**src/sv/epoch_seconds_to_local_calendar_top_assert.svh**
```systemverilog
// ----------------------------------------------------------------------------
// epoch_seconds_to_local_calendar_top_assert.svh
// assertion macros shared by the calendar converter
// ----------------------------------------------------------------------------
`ifndef EPOCH_SECONDS_TO_LOCAL_CALENDAR_TOP_ASSERT_SVH
`define EPOCH_SECONDS_TO_LOCAL_CALENDAR_TOP_ASSERT_SVH

// same-cycle implication, sampled on clk, off during reset
`define ESTLC_ASSERT_NOW(label, ante, cons) \
    label: assert property (@(posedge clk) disable iff (!rst_n) (ante) |-> (cons)) \
        else $error("estlc: same-cycle check failed");

// next-cycle implication, sampled on clk, off during reset
`define ESTLC_ASSERT_NEXT(label, ante, cons) \
    label: assert property (@(posedge clk) disable iff (!rst_n) (ante) |=> (cons)) \
        else $error("estlc: next-cycle check failed");

`endif

```
**src/sv/estlc_pkg.sv**
```systemverilog
// ----------------------------------------------------------------------------
// estlc_pkg
// types, constants and calendar helpers for the epoch to calendar converter
// ----------------------------------------------------------------------------
package estlc_pkg;

    // time constants
    localparam int unsigned SECS_PER_DAY  = 86400;
    localparam int unsigned SECS_PER_HOUR = 3600;
    localparam int unsigned SECS_PER_MIN  = 60;
    // local count starts on 1969-01-01, one common year before the epoch
    localparam int unsigned SECS_BASE_YEAR = 365 * SECS_PER_DAY;

    // calendar constants, years counted from 1900
    localparam int unsigned BASE_YEAR_OFS   = 69;
    localparam int unsigned GAP_YEAR_OFS    = 200;
    localparam int unsigned SHORT_BLOCK_OFS = GAP_YEAR_OFS - 3;
    localparam int unsigned BLOCK_DAYS      = 365 + 365 + 365 + 366;
    localparam int unsigned LAST_MONTH_IDX  = 11;

    // widths
    localparam int ACC_W   = 33;
    localparam int DAYS_W  = 16;
    localparam int STEP_W  = 4;
    localparam int ZONE_W  = 5;
    localparam int ZSEC_W  = 18;
    localparam int DATA_W  = 32;
    localparam int ADDR_W  = 3;

    // quotient bit counts of the three divisions
    localparam int DAY_QBITS  = 16;
    localparam int HOUR_QBITS = 5;
    localparam int MIN_QBITS  = 6;

    // register map
    localparam logic REG_ZONE_OFFSET = 1'b0;
    localparam logic signed [ZONE_W-1:0] ZONE_RESET = 5'sd8;

    // operations of the shared compare-subtract unit
    typedef enum logic [2:0] {
        OP_DAY   = 3'd0,
        OP_HOUR  = 3'd1,
        OP_MIN   = 3'd2,
        OP_BLOCK = 3'd3,
        OP_YEAR  = 3'd4,
        OP_MONTH = 3'd5
    } op_t;

    // sequencer states
    typedef enum logic [7:0] {
        ST_IDLE   = 8'b0000_0001,
        ST_DAYS   = 8'b0000_0010,
        ST_HOURS  = 8'b0000_0100,
        ST_MINS   = 8'b0000_1000,
        ST_BLOCK  = 8'b0001_0000,
        ST_YEAR   = 8'b0010_0000,
        ST_MONTH  = 8'b0100_0000,
        ST_FINISH = 8'b1000_0000
    } state_t;

    typedef struct packed {
        logic              ge;
        logic [ACC_W-1:0]  diff;
    } sub_res_t;

    typedef struct packed {
        state_t      state;
        logic [3:0]  month_idx;
    } eng_stat_t;

    // gregorian leap test over 1969..2106, year given as offset from 1900
    function automatic logic is_leap(input logic [7:0] yoff);
        is_leap = (yoff[1:0] == 2'b00) && (yoff != 8'(GAP_YEAR_OFS));
    endfunction

    // days in a month, month index from 0
    function automatic logic [4:0] month_len(input logic leap, input logic [3:0] m);
        case (m)
            4'd0:    month_len = 5'd31;
            4'd1:    month_len = leap ? 5'd29 : 5'd28;
            4'd2:    month_len = 5'd31;
            4'd3:    month_len = 5'd30;
            4'd4:    month_len = 5'd31;
            4'd5:    month_len = 5'd30;
            4'd6:    month_len = 5'd31;
            4'd7:    month_len = 5'd31;
            4'd8:    month_len = 5'd30;
            4'd9:    month_len = 5'd31;
            4'd10:   month_len = 5'd30;
            4'd11:   month_len = 5'd31;
            default: month_len = 5'd31;
        endcase
    endfunction

endpackage

```
**src/sv/epoch_seconds_to_local_calendar_top.sv**
```systemverilog
// ----------------------------------------------------------------------------
// epoch_seconds_to_local_calendar_top
// converts a 32-bit unix seconds count to local calendar date and time
// ----------------------------------------------------------------------------
// usage
//   request in: epoch_seconds with in_valid; taken when in_valid is high and
//   in_stall is low. in_stall stays high while a request is being converted.
//   result out: six calendar fields with out_valid; taken when out_stall is low.
//   zone_offset_hours sits at byte address 0 of the register port; it is added
//   to the seconds before the conversion, so day, month and year carry.
// sequence
//   one request at a time. a request runs the day division, then the hour and
//   minute divisions, then one step per four-year block, per single year and
//   per month, all on the one shared compare-subtract unit.
// reset and stall
//   reset empties the block and sets the zone offset to +8 hours. a stalled
//   result holds in the output register; the next request is accepted and
//   converted meanwhile and waits until the output register is free.
// ----------------------------------------------------------------------------
`include "epoch_seconds_to_local_calendar_top_assert.svh"

module epoch_seconds_to_local_calendar_top
(
    input  logic                              clk,
    input  logic                              rst_n,
    input  logic                              psel,
    input  logic                              penable,
    input  logic                              pwrite,
    input  logic [estlc_pkg::ADDR_W-1:0]      paddr,
    input  logic [estlc_pkg::DATA_W-1:0]      pwdata,
    output logic [estlc_pkg::DATA_W-1:0]      prdata,
    output logic                              pready,
    input  logic                              in_valid,
    output logic                              in_stall,
    input  logic [31:0]                       epoch_seconds,
    output logic                              out_valid,
    input  logic                              out_stall,
    output logic [7:0]                        year_since_1900,
    output logic [3:0]                        month_number,
    output logic [4:0]                        day_of_month,
    output logic [4:0]                        hour_of_day,
    output logic [5:0]                        minute_of_hour,
    output logic [5:0]                        second_of_minute
);

    logic signed [estlc_pkg::ZSEC_W-1:0] zone_secs;
    estlc_pkg::eng_stat_t                stat;

    // configuration registers
    estlc_cfg u_cfg
    (
        .clk       (clk),
        .rst_n     (rst_n),
        .psel      (psel),
        .penable   (penable),
        .pwrite    (pwrite),
        .paddr     (paddr),
        .pwdata    (pwdata),
        .prdata    (prdata),
        .pready    (pready),
        .zone_secs (zone_secs)
    );

    // conversion sequencer
    estlc_engine u_engine
    (
        .clk              (clk),
        .rst_n            (rst_n),
        .in_valid         (in_valid),
        .in_stall         (in_stall),
        .epoch_seconds    (epoch_seconds),
        .zone_secs        (zone_secs),
        .out_valid        (out_valid),
        .out_stall        (out_stall),
        .year_since_1900  (year_since_1900),
        .month_number     (month_number),
        .day_of_month     (day_of_month),
        .hour_of_day      (hour_of_day),
        .minute_of_hour   (minute_of_hour),
        .second_of_minute (second_of_minute),
        .stat             (stat)
    );

    // an accepted request starts the day division
    `ESTLC_ASSERT_NEXT(a_start_days, in_valid && !in_stall, stat.state == estlc_pkg::ST_DAYS)

    // month walk never passes december
    `ESTLC_ASSERT_NOW(a_month_bound, stat.state == estlc_pkg::ST_MONTH, stat.month_idx <= 4'd11)

    // a presented result is a well-formed date and time
    `ESTLC_ASSERT_NOW(a_result_range, out_valid, (month_number >= 4'd1) && (month_number <= 4'd12) && (day_of_month >= 5'd1) && (hour_of_day <= 5'd23) && (minute_of_hour <= 6'd59) && (second_of_minute <= 6'd59) && (year_since_1900 >= 8'd69) && (year_since_1900 <= 8'd206))

endmodule

```
**src/sv/estlc_cfg.sv**
```systemverilog
// ----------------------------------------------------------------------------
// estlc_cfg
// register port holding the zone offset and its value in seconds
// ----------------------------------------------------------------------------
module estlc_cfg
(
    input  logic                                     clk,
    input  logic                                     rst_n,
    input  logic                                     psel,
    input  logic                                     penable,
    input  logic                                     pwrite,
    input  logic [estlc_pkg::ADDR_W-1:0]             paddr,
    input  logic [estlc_pkg::DATA_W-1:0]             pwdata,
    output logic [estlc_pkg::DATA_W-1:0]             prdata,
    output logic                                     pready,
    output logic signed [estlc_pkg::ZSEC_W-1:0]      zone_secs
);

    logic signed [estlc_pkg::ZONE_W-1:0] zone_reg;
    logic                                wr_en;
    logic                                sel_zone;

    assign pready   = 1'b1;
    assign sel_zone = (paddr[2] == estlc_pkg::REG_ZONE_OFFSET);
    assign wr_en    = psel && penable && pwrite && pready && sel_zone;

    // zone offset register
    always_ff @(posedge clk or negedge rst_n)
    begin
        if (!rst_n)
        begin
            zone_reg <= estlc_pkg::ZONE_RESET;
        end
        else if (wr_en)
        begin
            zone_reg <= $signed(pwdata[estlc_pkg::ZONE_W-1:0]);
        end
    end

    // read back, sign extended
    always_comb
    begin
        if (sel_zone)
        begin
            prdata = {{(estlc_pkg::DATA_W-estlc_pkg::ZONE_W){zone_reg[estlc_pkg::ZONE_W-1]}},
                      zone_reg};
        end
        else
        begin
            prdata = '0;
        end
    end

    // offset in seconds, small constant multiply
    assign zone_secs = estlc_pkg::ZSEC_W'(zone_reg * 18'sd3600);

endmodule

```
**src/sv/estlc_sub_unit.sv**
```systemverilog
// ----------------------------------------------------------------------------
// estlc_sub_unit
// shared compare-subtract unit with its divisor and length selection
// ----------------------------------------------------------------------------
module estlc_sub_unit
(
    input  logic [estlc_pkg::ACC_W-1:0]   a,
    input  estlc_pkg::op_t                op,
    input  logic [estlc_pkg::STEP_W-1:0]  step,
    input  logic [7:0]                    yoff,
    input  logic [3:0]                    month_idx,
    output estlc_pkg::sub_res_t           res
);

    logic [estlc_pkg::ACC_W-1:0] b;
    logic                        leap;

    assign leap = estlc_pkg::is_leap(yoff);

    // subtrahend for each operation
    always_comb
    begin
        case (op)
            estlc_pkg::OP_DAY:
                b = estlc_pkg::ACC_W'(estlc_pkg::SECS_PER_DAY) << step;
            estlc_pkg::OP_HOUR:
                b = estlc_pkg::ACC_W'(estlc_pkg::SECS_PER_HOUR) << step;
            estlc_pkg::OP_MIN:
                b = estlc_pkg::ACC_W'(estlc_pkg::SECS_PER_MIN) << step;
            estlc_pkg::OP_BLOCK:
                b = (yoff == 8'(estlc_pkg::SHORT_BLOCK_OFS))
                    ? estlc_pkg::ACC_W'(estlc_pkg::BLOCK_DAYS - 1)
                    : estlc_pkg::ACC_W'(estlc_pkg::BLOCK_DAYS);
            estlc_pkg::OP_YEAR:
                b = leap ? estlc_pkg::ACC_W'(366) : estlc_pkg::ACC_W'(365);
            estlc_pkg::OP_MONTH:
                b = estlc_pkg::ACC_W'(estlc_pkg::month_len(leap, month_idx));
            default:
                b = '0;
        endcase
    end

    // compare and subtract
    assign res.ge   = (a >= b);
    assign res.diff = a - b;

endmodule

```
**src/sv/estlc_engine.sv**
```systemverilog
// ----------------------------------------------------------------------------
// estlc_engine
// sequencer, working registers and result register of the converter
// ----------------------------------------------------------------------------
module estlc_engine
(
    input  logic                                 clk,
    input  logic                                 rst_n,
    input  logic                                 in_valid,
    output logic                                 in_stall,
    input  logic [31:0]                          epoch_seconds,
    input  logic signed [estlc_pkg::ZSEC_W-1:0]  zone_secs,
    output logic                                 out_valid,
    input  logic                                 out_stall,
    output logic [7:0]                           year_since_1900,
    output logic [3:0]                           month_number,
    output logic [4:0]                           day_of_month,
    output logic [4:0]                           hour_of_day,
    output logic [5:0]                           minute_of_hour,
    output logic [5:0]                           second_of_minute,
    output estlc_pkg::eng_stat_t                 stat
);

    localparam int ACC_W  = estlc_pkg::ACC_W;
    localparam int DAYS_W = estlc_pkg::DAYS_W;
    localparam int STEP_W = estlc_pkg::STEP_W;

    estlc_pkg::state_t     state_reg, state_next;
    logic                  out_valid_reg, out_valid_next;

    logic [ACC_W-1:0]      acc_reg, acc_next;
    logic [DAYS_W-1:0]     quo_reg, quo_next;
    logic [DAYS_W-1:0]     days_reg, days_next;
    logic [STEP_W-1:0]     step_reg, step_next;
    logic [4:0]            hour_reg, hour_next;
    logic [5:0]            minute_reg, minute_next;
    logic [7:0]            yoff_reg, yoff_next;
    logic [3:0]            month_reg, month_next;

    logic [7:0]            o_year_reg, o_year_next;
    logic [3:0]            o_month_reg, o_month_next;
    logic [4:0]            o_day_reg, o_day_next;
    logic [4:0]            o_hour_reg, o_hour_next;
    logic [5:0]            o_min_reg, o_min_next;
    logic [5:0]            o_sec_reg, o_sec_next;

    estlc_pkg::op_t        op;
    logic [ACC_W-1:0]      unit_a;
    estlc_pkg::sub_res_t   res;
    logic [ACC_W-1:0]      local_secs;
    logic [DAYS_W-1:0]     quo_shift;
    logic                  last_step;

    // local seconds from 1969-01-01
    assign local_secs = ACC_W'({1'b0, epoch_seconds})
                      + ACC_W'(estlc_pkg::SECS_BASE_YEAR)
                      + {{(ACC_W-estlc_pkg::ZSEC_W){zone_secs[estlc_pkg::ZSEC_W-1]}},
                         zone_secs};

    assign quo_shift = {quo_reg[DAYS_W-2:0], res.ge};
    assign last_step = (step_reg == '0);

    // operation and operand for the shared unit
    always_comb
    begin
        case (state_reg)
            estlc_pkg::ST_DAYS:  op = estlc_pkg::OP_DAY;
            estlc_pkg::ST_HOURS: op = estlc_pkg::OP_HOUR;
            estlc_pkg::ST_MINS:  op = estlc_pkg::OP_MIN;
            estlc_pkg::ST_BLOCK: op = estlc_pkg::OP_BLOCK;
            estlc_pkg::ST_YEAR:  op = estlc_pkg::OP_YEAR;
            estlc_pkg::ST_MONTH: op = estlc_pkg::OP_MONTH;
            default:             op = estlc_pkg::OP_DAY;
        endcase
    end

    assign unit_a = (state_reg == estlc_pkg::ST_DAYS || state_reg == estlc_pkg::ST_HOURS ||
                     state_reg == estlc_pkg::ST_MINS)
                    ? acc_reg : ACC_W'(days_reg);

    estlc_sub_unit u_sub
    (
        .a         (unit_a),
        .op        (op),
        .step      (step_reg),
        .yoff      (yoff_reg),
        .month_idx (month_reg),
        .res       (res)
    );

    // sequencer
    always_comb
    begin
        state_next     = state_reg;
        out_valid_next = out_valid_reg;
        acc_next       = acc_reg;
        quo_next       = quo_reg;
        days_next      = days_reg;
        step_next      = step_reg;
        hour_next      = hour_reg;
        minute_next    = minute_reg;
        yoff_next      = yoff_reg;
        month_next     = month_reg;
        o_year_next    = o_year_reg;
        o_month_next   = o_month_reg;
        o_day_next     = o_day_reg;
        o_hour_next    = o_hour_reg;
        o_min_next     = o_min_reg;
        o_sec_next     = o_sec_reg;

        // result taken by the receiver
        if (out_valid_reg && !out_stall)
        begin
            out_valid_next = 1'b0;
        end

        case (state_reg)
            estlc_pkg::ST_IDLE:
            begin
                if (in_valid)
                begin
                    acc_next   = local_secs;
                    quo_next   = '0;
                    step_next  = STEP_W'(estlc_pkg::DAY_QBITS - 1);
                    state_next = estlc_pkg::ST_DAYS;
                end
            end
            // restoring division by seconds per day
            estlc_pkg::ST_DAYS:
            begin
                if (res.ge)
                begin
                    acc_next = res.diff;
                end
                quo_next = quo_shift;
                if (last_step)
                begin
                    days_next  = quo_shift;
                    quo_next   = '0;
                    step_next  = STEP_W'(estlc_pkg::HOUR_QBITS - 1);
                    state_next = estlc_pkg::ST_HOURS;
                end
                else
                begin
                    step_next = step_reg - 1'b1;
                end
            end
            // hours out of the second of day
            estlc_pkg::ST_HOURS:
            begin
                if (res.ge)
                begin
                    acc_next = res.diff;
                end
                quo_next = quo_shift;
                if (last_step)
                begin
                    hour_next  = quo_shift[4:0];
                    quo_next   = '0;
                    step_next  = STEP_W'(estlc_pkg::MIN_QBITS - 1);
                    state_next = estlc_pkg::ST_MINS;
                end
                else
                begin
                    step_next = step_reg - 1'b1;
                end
            end
            // minutes, the remainder is the second
            estlc_pkg::ST_MINS:
            begin
                if (res.ge)
                begin
                    acc_next = res.diff;
                end
                quo_next = quo_shift;
                if (last_step)
                begin
                    minute_next = quo_shift[5:0];
                    yoff_next   = 8'(estlc_pkg::BASE_YEAR_OFS);
                    state_next  = estlc_pkg::ST_BLOCK;
                end
                else
                begin
                    step_next = step_reg - 1'b1;
                end
            end
            // skip whole four-year blocks
            estlc_pkg::ST_BLOCK:
            begin
                if (res.ge)
                begin
                    days_next = res.diff[DAYS_W-1:0];
                    yoff_next = yoff_reg + 8'd4;
                end
                else
                begin
                    state_next = estlc_pkg::ST_YEAR;
                end
            end
            // single years
            estlc_pkg::ST_YEAR:
            begin
                if (res.ge)
                begin
                    days_next = res.diff[DAYS_W-1:0];
                    yoff_next = yoff_reg + 8'd1;
                end
                else
                begin
                    month_next = '0;
                    state_next = estlc_pkg::ST_MONTH;
                end
            end
            // months of the year
            estlc_pkg::ST_MONTH:
            begin
                if (res.ge && (month_reg != 4'(estlc_pkg::LAST_MONTH_IDX)))
                begin
                    days_next  = res.diff[DAYS_W-1:0];
                    month_next = month_reg + 4'd1;
                end
                else
                begin
                    state_next = estlc_pkg::ST_FINISH;
                end
            end
            // hand over to the result register once it is free
            estlc_pkg::ST_FINISH:
            begin
                if (!out_valid_reg || !out_stall)
                begin
                    o_year_next    = yoff_reg;
                    o_month_next   = month_reg + 4'd1;
                    o_day_next     = days_reg[4:0] + 5'd1;
                    o_hour_next    = hour_reg;
                    o_min_next     = minute_reg;
                    o_sec_next     = acc_reg[5:0];
                    out_valid_next = 1'b1;
                    state_next     = estlc_pkg::ST_IDLE;
                end
            end
            default:
            begin
                state_next = estlc_pkg::ST_IDLE;
            end
        endcase
    end

    // control registers
    always_ff @(posedge clk or negedge rst_n)
    begin
        if (!rst_n)
        begin
            state_reg     <= estlc_pkg::ST_IDLE;
            out_valid_reg <= 1'b0;
        end
        else
        begin
            state_reg     <= state_next;
            out_valid_reg <= out_valid_next;
        end
    end

    // working and result registers
    always_ff @(posedge clk)
    begin
        acc_reg     <= acc_next;
        quo_reg     <= quo_next;
        days_reg    <= days_next;
        step_reg    <= step_next;
        hour_reg    <= hour_next;
        minute_reg  <= minute_next;
        yoff_reg    <= yoff_next;
        month_reg   <= month_next;
        o_year_reg  <= o_year_next;
        o_month_reg <= o_month_next;
        o_day_reg   <= o_day_next;
        o_hour_reg  <= o_hour_next;
        o_min_reg   <= o_min_next;
        o_sec_reg   <= o_sec_next;
    end

    assign in_stall         = (state_reg != estlc_pkg::ST_IDLE);
    assign out_valid        = out_valid_reg;
    assign year_since_1900  = o_year_reg;
    assign month_number     = o_month_reg;
    assign day_of_month     = o_day_reg;
    assign hour_of_day      = o_hour_reg;
    assign minute_of_hour   = o_min_reg;
    assign second_of_minute = o_sec_reg;

    assign stat.state     = state_reg;
    assign stat.month_idx = month_reg;

endmodule
```
**config.mk**
```make
export PLATFORM = sky130hd
export DESIGN_NAME = epoch_seconds_to_local_calendar_top
export DESIGN_NICKNAME = d
export VERILOG_FILES = /design/src/sv/estlc_pkg.sv /design/src/sv/epoch_seconds_to_local_calendar_top.sv /design/src/sv/estlc_cfg.sv /design/src/sv/estlc_sub_unit.sv /design/src/sv/estlc_engine.sv
export VERILOG_INCLUDE_DIRS = /design/src /design/src/sv
export SDC_FILE = /design/constraint.sdc
export NUM_CORES = 1
export LEC_CHECK = 0
export BUFFER_PORTS_ARGS = -buffer_cell sky130_fd_sc_hd__buf_2
export CAP_MARGIN = 30
export CORE_MARGIN = 1
export CORE_UTILIZATION = 40
export CTS_BUF_LIST = sky130_fd_sc_hd__clkbuf_8
export DETAILED_ROUTE_END_ITERATION = 10
export PLACE_DENSITY_LB_ADDON = 0.12
export SYNTH_ARGS = -nofsm -noshare
export SYNTH_HDL_FRONTEND = slang
export SYNTH_SLANG_ARGS = --single-unit
```
**constraint.sdc**
```tcl
create_clock -name clk -period 16.3 [get_ports clk]
set_input_delay 1.63 -clock clk [delete_from_list [all_inputs] [get_ports clk]]
set_output_delay 1.63 -clock clk [all_outputs]
set_load 0.1 [all_outputs]
```
Word-level counts from Yosys, hierarchy flattened

Cells that the tools add are included.
Widths: inputs -> output; s select.

Input port bits: 74
Memories: 0
Register bits after elaboration: 139
Bits in latches: 0
Memory bits (writable): 0
Memory bits (read-only): 0

Mux-type cells: 42
$mul: 1
Eq/ne operators: 36
$add $sub $neg: 8
Reduce and logical (&&, ||, !) cells: 34
Div/mod/pow operators: 0
Bitwise logic cells: 1
Shift-type cells: 3
$lt $le $gt $ge: 1

Operators by type and width:

| cell                   | number |
|---|---|
| $pmux 33 s6            | 1 |
| $mux 33                | 3 |
| $mux 8                 | 11 |
| $pmux 33 s2            | 1 |
| $pmux 8 s8             | 1 |
| $mux 16                | 3 |
| $pmux 16 s3            | 1 |
| $pmux 15 s3            | 1 |
| $add 32x25->33 const B | 1 |
| $add 33x33->33         | 1 |
| $ge 33x33->1           | 1 |
| $shl 12x4->33 const A  | 1 |
| $shl 17x4->33 const A  | 1 |
| $shl 6x4->33 const A   | 1 |
| $sub 33x33->33         | 1 |
| $mux 32                | 1 |
| $mux 15                | 2 |
| $mux 4                 | 6 |
| $pmux 8 s3             | 1 |
| $ne 2x1->1 const B     | 9 |
| $eq 8x8->1 const B     | 2 |
| $pmux 4 s4             | 1 |
| $pmux 3 s5             | 1 |
| $mul 5x9->14 const B   | 1 |
| other kinds (44)       | 73 |

Depth between registers and ports, before layout

Depth in word-level cells: 9
Mapped depth: 25

By module

From an unflattened synthesis, not the netlist that was laid out.

Cell total of the unflattened synthesis: 1334
Area, all modules: 11928.9 µm²

By module, submodules not included:

| module         | cells each | area an instance (µm²) | instances | sequential area each (µm²) |
|---|---|---|---|---|
| estlc_engine   | 779        | 8086.5                 | 1         | 3980.1 |
| estlc_sub_unit | 448        | 2861.5                 | 1         | 0.0 |
| estlc_cfg      | 107        | 980.9                  | 1         | 126.4 |

Least setup slack after synthesis

No wires, ideal clock.

Kind: register to register
From: reg u_cfg.zone_reg[2] (netlist name)
To: reg u_engine.acc_reg[32] (data pin)
Stages on the path, launching flop included: 25
Buffers on the path: 1
Path slack: 9.907 ns
Arrival: 6.124 ns
Period minus slack after synthesis: 6.393 ns
Setup time: 0.269 ns
Required time: 16.031 ns
Path through: dfrtp_1 fa_1 inv_1 fa_1 fa_1 inv_1 fa_1 a21oi_1 nor2_1 o21ai_0 nor3b_1 inv_1 ha_1 inv_1 ha_1 clkbuf_1 nand2_1 nor3_1 a221oi_1 o21a_1 a21boi_1 o2111ai_1 a31oi_1 xor2_1 mux2i_1

Word-level cells in the longest chain between the ends: 4

RTL lines:

| item                      | line                | RTL |
|---|---|---|
| from (decl)               | estlc_cfg.sv:19     | `logic signed [estlc_pkg::ZONE_W-1:0] zone_reg;` |
| from (signal assigned)    | estlc_cfg.sv:32     | `zone_reg <= estlc_pkg::ZONE_RESET;` |
| from (signal assigned)    | estlc_cfg.sv:36     | `zone_reg <= $signed(pwdata[estlc_pkg::ZONE_W-1:0]);` |
| $mul 5x9->14              | estlc_cfg.sv:55     | `assign zone_secs = estlc_pkg::ZSEC_W'(zone_reg * 18'sd3600);` |
| $add 33x33->33            | estlc_engine.sv:57  | `+ {{(ACC_W-estlc_pkg::ZSEC_W){zone_secs[estlc_pkg::ZSEC_W-1]}},` |
| $mux 33                   | estlc_engine.sv:120 | `if (in_valid)` |
| $pmux 33 s2               | estlc_engine.sv:117 | `case (state_reg)` |
| net u_engine.acc_next[32] | estlc_engine.sv:31  | `logic [ACC_W-1:0] acc_reg, acc_next;` |
| to (signal assigned)      | estlc_engine.sv:267 | `acc_reg <= acc_next;` |
| to (decl)                 | estlc_engine.sv:31  |  |

The timed path passes the listed nets, and every way through them passes these cells. The select of a mux whose other input is x is not followed.
A chain may end at the register's enable or synchronous reset.

Worst setup path after layout

From: reg u_engine.state_reg[4]
To: reg u_engine.yoff_reg[1], enable pin

Word-level cells in the longest chain between the ends: 7
Elaborated cells between the ends (all ways): 23

RTL lines:

| item                                           | line                                     | RTL |
|---|---|---|
| from (decl)                                    | estlc_engine.sv:28                       | `estlc_pkg::state_t state_reg, state_next;` |
| from (signal assigned)                         | estlc_engine.sv:254                      | `state_reg <= estlc_pkg::ST_IDLE;` |
| from (signal assigned)                         | estlc_engine.sv:259                      | `state_reg <= state_next;` |
| $eq 8x7->1, or another cell as far along       | estlc_engine.sv:66                       | `case (state_reg)` |
| $pmux 3 s5 or $logic_or 1x1->1 (tied branches) | estlc_engine.sv:66, estlc_engine.sv:77   |  |
| $eq 3x3->1, or another cell as far along       | estlc_sub_unit.sv:23                     | `case (op)` |
| $pmux 33 s6 or $mux 33 (tied branches)         | estlc_sub_unit.sv:23, estlc_engine.sv:79 |  |
| $ge 33x33->1                                   | estlc_sub_unit.sv:44                     | `assign res.ge = (a >= b);` |
| $ne 2x1->1 (no source line)                    | --                                       |  |
| $reduce_and 4->1 (no source line) *            | --                                       |  |
| to (signal assigned)                           | estlc_engine.sv:273                      | `yoff_reg <= yoff_next;` |
| to (decl)                                      | estlc_engine.sv:37                       | `logic [7:0] yoff_reg, yoff_next;` |

Every way passes the cells marked *; elsewhere a longest branch is shown, timed or not.

==> key figures <==
Logic synthesis
  • Synth Warn #: 0
  • Syn Nets: ~1.5k
  • Ys async rst share: around a tenth
  • Mapped cell area: about 11,000 um^2
  • Post-synthesis compound-gate area fraction: 18.4%
  • Largest family of logic cells by synthesized area: compound AO/OA/AOI/OAI gates
  • Sequential fraction of the synthesis area: approximately 36%
  • Distinct cells, synth: just over 80
  • Post-synth top area cell: edfxtp_1
  • Top cells by area, synth: edfxtp_1 33%, ha_1 13%, nand2_1 5.6%, a21oi_1 3.8%, o21ai_0 3.3%
  • Simple-gate share of the synthesized area: between 10% and 20%
  • Post-Synth XOR/XNOR Area: between 5 and 6%
  • Multiplexer share of the synthesized area: ~1.4%
  • Ys flop type: edfxtp_1
  • Post-synth EDFFs: 125
  • Synth Register Bits: ~140
  • Avg Inst Size Synth: ~9.0 um^2
  • Synth Instances: 1,269
  • Synth Area in Adders: between 10% and 20%
  • Top cell type's share of synthesized area: about 33%

Critical path
  • Reg2reg path depth: 19
  • CP arrival: just under 7 ns
  • CP Data Required Time: ~16 ns
  • Worst-path cell chain: nor4_2, and2b_1, and3_1, nor2_1, nand2_1, o211ai_1, o21ai_0, o21ai_0, o211ai_1, ha_1, nand3_1, nor2_1, o2111ai_1, nand4_1, a21oi_1, o41ai_2, a21oi_4, o22ai_1, and2_1
  • CP Max Fanout: 22
  • R2r endpoint: u_engine.yoff_reg[1]$_DFFE_PP_
  • CP peak stage delay: 0.64 ns
  • CP endpoint kind: flop
  • CP Launch Type: flop
  • CP max stage cell: and3_1
  • Worst r2r src: u_engine.state_reg[4]$_DFFE_PN0P_
  • Reg2reg setup slack: around 9.6 ns
  • Setup CP Type: flop to flop

Clock tree
  • CTS root buf: clkbuf_8
  • CTS HTree Levels: 4
  • Cts hold-fix bufs: 0
  • Count of cells resized by post-cts repair: 0
  • Clk buf depth: 2
  • CTS buffer count: 17
  • Clk sinks: 139
  • # Post-CTS Setup Buffers: 0
  • CTS tree: yes
  • Clock-pin transition on the worst setup and hold timing paths: 0.10 ns
  • Clk Latency, worst-skew pair: ~0.46 ns

Finish
  • Fraction of layout cells with a size suffix above 1: between 10% and 20%
  • Antenna fix cells: 0
  • Fillers: about 2.8k
  • Final nets: 1,528
  • Max reg flops: 33
  • FF+latch area: just over 4000 um^2
  • Final std cell area, no fill: 12,500 um^2
  • Area delta synth->final: 10.2%
  • Multi-input logic area: ~6600 um^2

Global routing
  • First-pass GRT wire length: 45.1 mm
  • Largest net degree at the start of global routing: 53
  • Total gr overflow: 0
  • Tot GR Track Use: around a fifth
  • Initial antenna violation count: 0
  • Number of global-route vias before repair: approximately 9k

Timing
  • Layout Skew: between 0.01 and 0.015 ns
  • Max Fclk: between 0.1 and 0.15 GHz
  • Relative slew margins: between 30% and 40%
  • TNS Setup: 0 ns
  • Crit path time final: around 6.7 ns
  • Fin crit share: 40.9%
  • RSZ-0062 raised after global routing: no
  • Final slew viol count: 0
  • Worst-margin pin slew: around 1.0 ns
  • Hold Vio Cnt, Final: 0
  • Setup-failing EPs final: 0
  • Minimum hold slack: 0.422 ns

Floorplanning
  • Die width: about 170 um
  • Top Ports: about 140
  • Die area: 29,100 um^2
  • Core area: approximately 28,000 um^2
  • Cell Rows: 61
  • Die H: approximately 170 um
  • Initial core utilization: about two fifths

Pwr
  • VDD IR max: 0.102 mV
  • Pwr dens: ~200 nW/um^2
  • Lkg Pwr: 0.00548 uW

Route
  • DR vias/cell: 5.36
  • Remaining DRCs: 0
  • Total Wirelength: about 28 mm
  • Initial DRC count: between 700 and 800
  • First-pass DRT Iterations: 5
  • Drt wl/cell: about 16 um
  • Via count: roughly 9k
  • Post-route ant nets: 0

Outcome
  • Outcome: finished clean

Place
  • Port Buffer Count: about 110
  • Final RePlAce weighted congestion: approximately 0.86
  • Post-DP HPWL: 20.7 mm
  • Post-DP Area: between 10,000 and 15,000 um^2

Hold path
  • Min-delay src: u_engine.minute_reg[3]$_DFFE_PP_
  • Worst Hold Path EP: u_engine.minute_of_hour[3]$_DFFE_PP_
  • Worst hold path class: flop to flop
  • Hold depth: 0

Flow run
  • MaxCap Viol Count: 0
==> cells in the mapped netlist, types with 11 or more instances <==
cell      number
nand2_1      169
edfxtp_1     125
ha_1         115
nor2_1        89
a21oi_1       87
inv_1         84
o21ai_0       76
clkbuf_1      41
xnor2_1       41
nand3_1       29
buf_4         28
and3_1        27
nor2b_1       27
xor2_1        27
a21o_1        23
nor3_1        18
a211oi_1      16
a31oi_1       15
o22ai_1       15
nand2b_1      14
o21a_1        13
dfrtp_1       12
and2_1        11
nand4_1       11
==> kinds of logic after synthesis <==
group / Yosys count
compound gates: 324
xor+xnor: 68
fa+ha+maj: 123
buf+inv: 167
flops: 139
mux: 15
other cells: 1
simple gates: 432
==> critical path, delay by kind of cell (launching register included) <==
family          cells  cell delay, ns
fa+ha+maj           1            0.27
compound gates      9            2.52
flops               1            0.47
simple gates        9            3.11
==> how the worst max path moves through the flow <==
stage | start | endpoint | cells past startpoint
final | u_engine.state_reg[4]$_DFFE_PN0P_ | u_engine.yoff_reg[1]$_DFFE_PP_ | 19
after CTS | u_engine.state_reg[4]$_DFFE_PN0P_ | u_engine.yoff_reg[1]$_DFFE_PP_ | 19
after global placement | u_engine.state_reg[4]$_DFFE_PN0P_ | u_engine.yoff_reg[0]$_DFFE_PP_ | 19
after detailed placement | u_engine.state_reg[4]$_DFFE_PN0P_ | u_engine.yoff_reg[0]$_DFFE_PP_ | 19
after floorplan | u_cfg.zone_reg[2]$_DFFE_PN0P_ | u_engine.acc_reg[32]$_DFFE_PP_ | 24
after global routing | u_engine.state_reg[4]$_DFFE_PN0P_ | u_engine.yoff_reg[1]$_DFFE_PP_ | 19
==> through the flow <==
stage	total power [uW]	util, %	setup slack, ns	instances
floorplan	1870	-	9.91	1269
global placement	2190	43.4	9.64	1688
detailed placement	2200	43.5	9.66	1690
CTS	2510	45.0	9.62	1722
global route	2730	45.0	9.18	1722
finish	2490	45.0	9.63	1722
==> final cells by class <==
cell class                 count  share of cell area (%)
tap                          378                    3.78
inverter                      86                    2.58
timing repair buffer         124                    5.29
multi-input combinational    963                    52.3
sequential                   139                    32.8
clock buffer                  17                    1.87
clock inverter                15                    1.41
==> placed cells by master (no fill, tap or decap), drive strengths merged, types with 13 or more instances in the layout <==
cell type / Yosys / final
nand2: 169 / 169
edfxtp: 125 / 125
buf: 38 / 124
ha: 115 / 115
inv: 85 / 92
a21oi: 90 / 90
nor2: 89 / 89
o21ai: 79 / 79
xnor2: 41 / 41
nand3: 29 / 29
nor2b: 27 / 27
and3: 27 / 27
xor2: 27 / 27
a21o: 23 / 23
nor3: 18 / 18
clkbuf: 43 / 17
a211oi: 17 / 17
a31oi: 16 / 16
o22ai: 15 / 15
nand2b: 14 / 14
o21a: 13 / 13
==> routing by layer <==
layer,GRT usage (%),vias up,part of all wire (%)
li1,-,4682,-
met2,32.4,227,46
met4,5.76,0,2.0
met5,0,-,0
met1,26.7,4274,48
met3,2.57,45,4.1
==> power by group <==
part	internal, uW	leakage, uW	switching [uW]
sequential	532	0.00137	43.2
combinational	618	0.00391	1000
clock	129	0.000205	169
total	1280	0.00548	1220
Note: power is estimated with default switching activity, not from simulation.
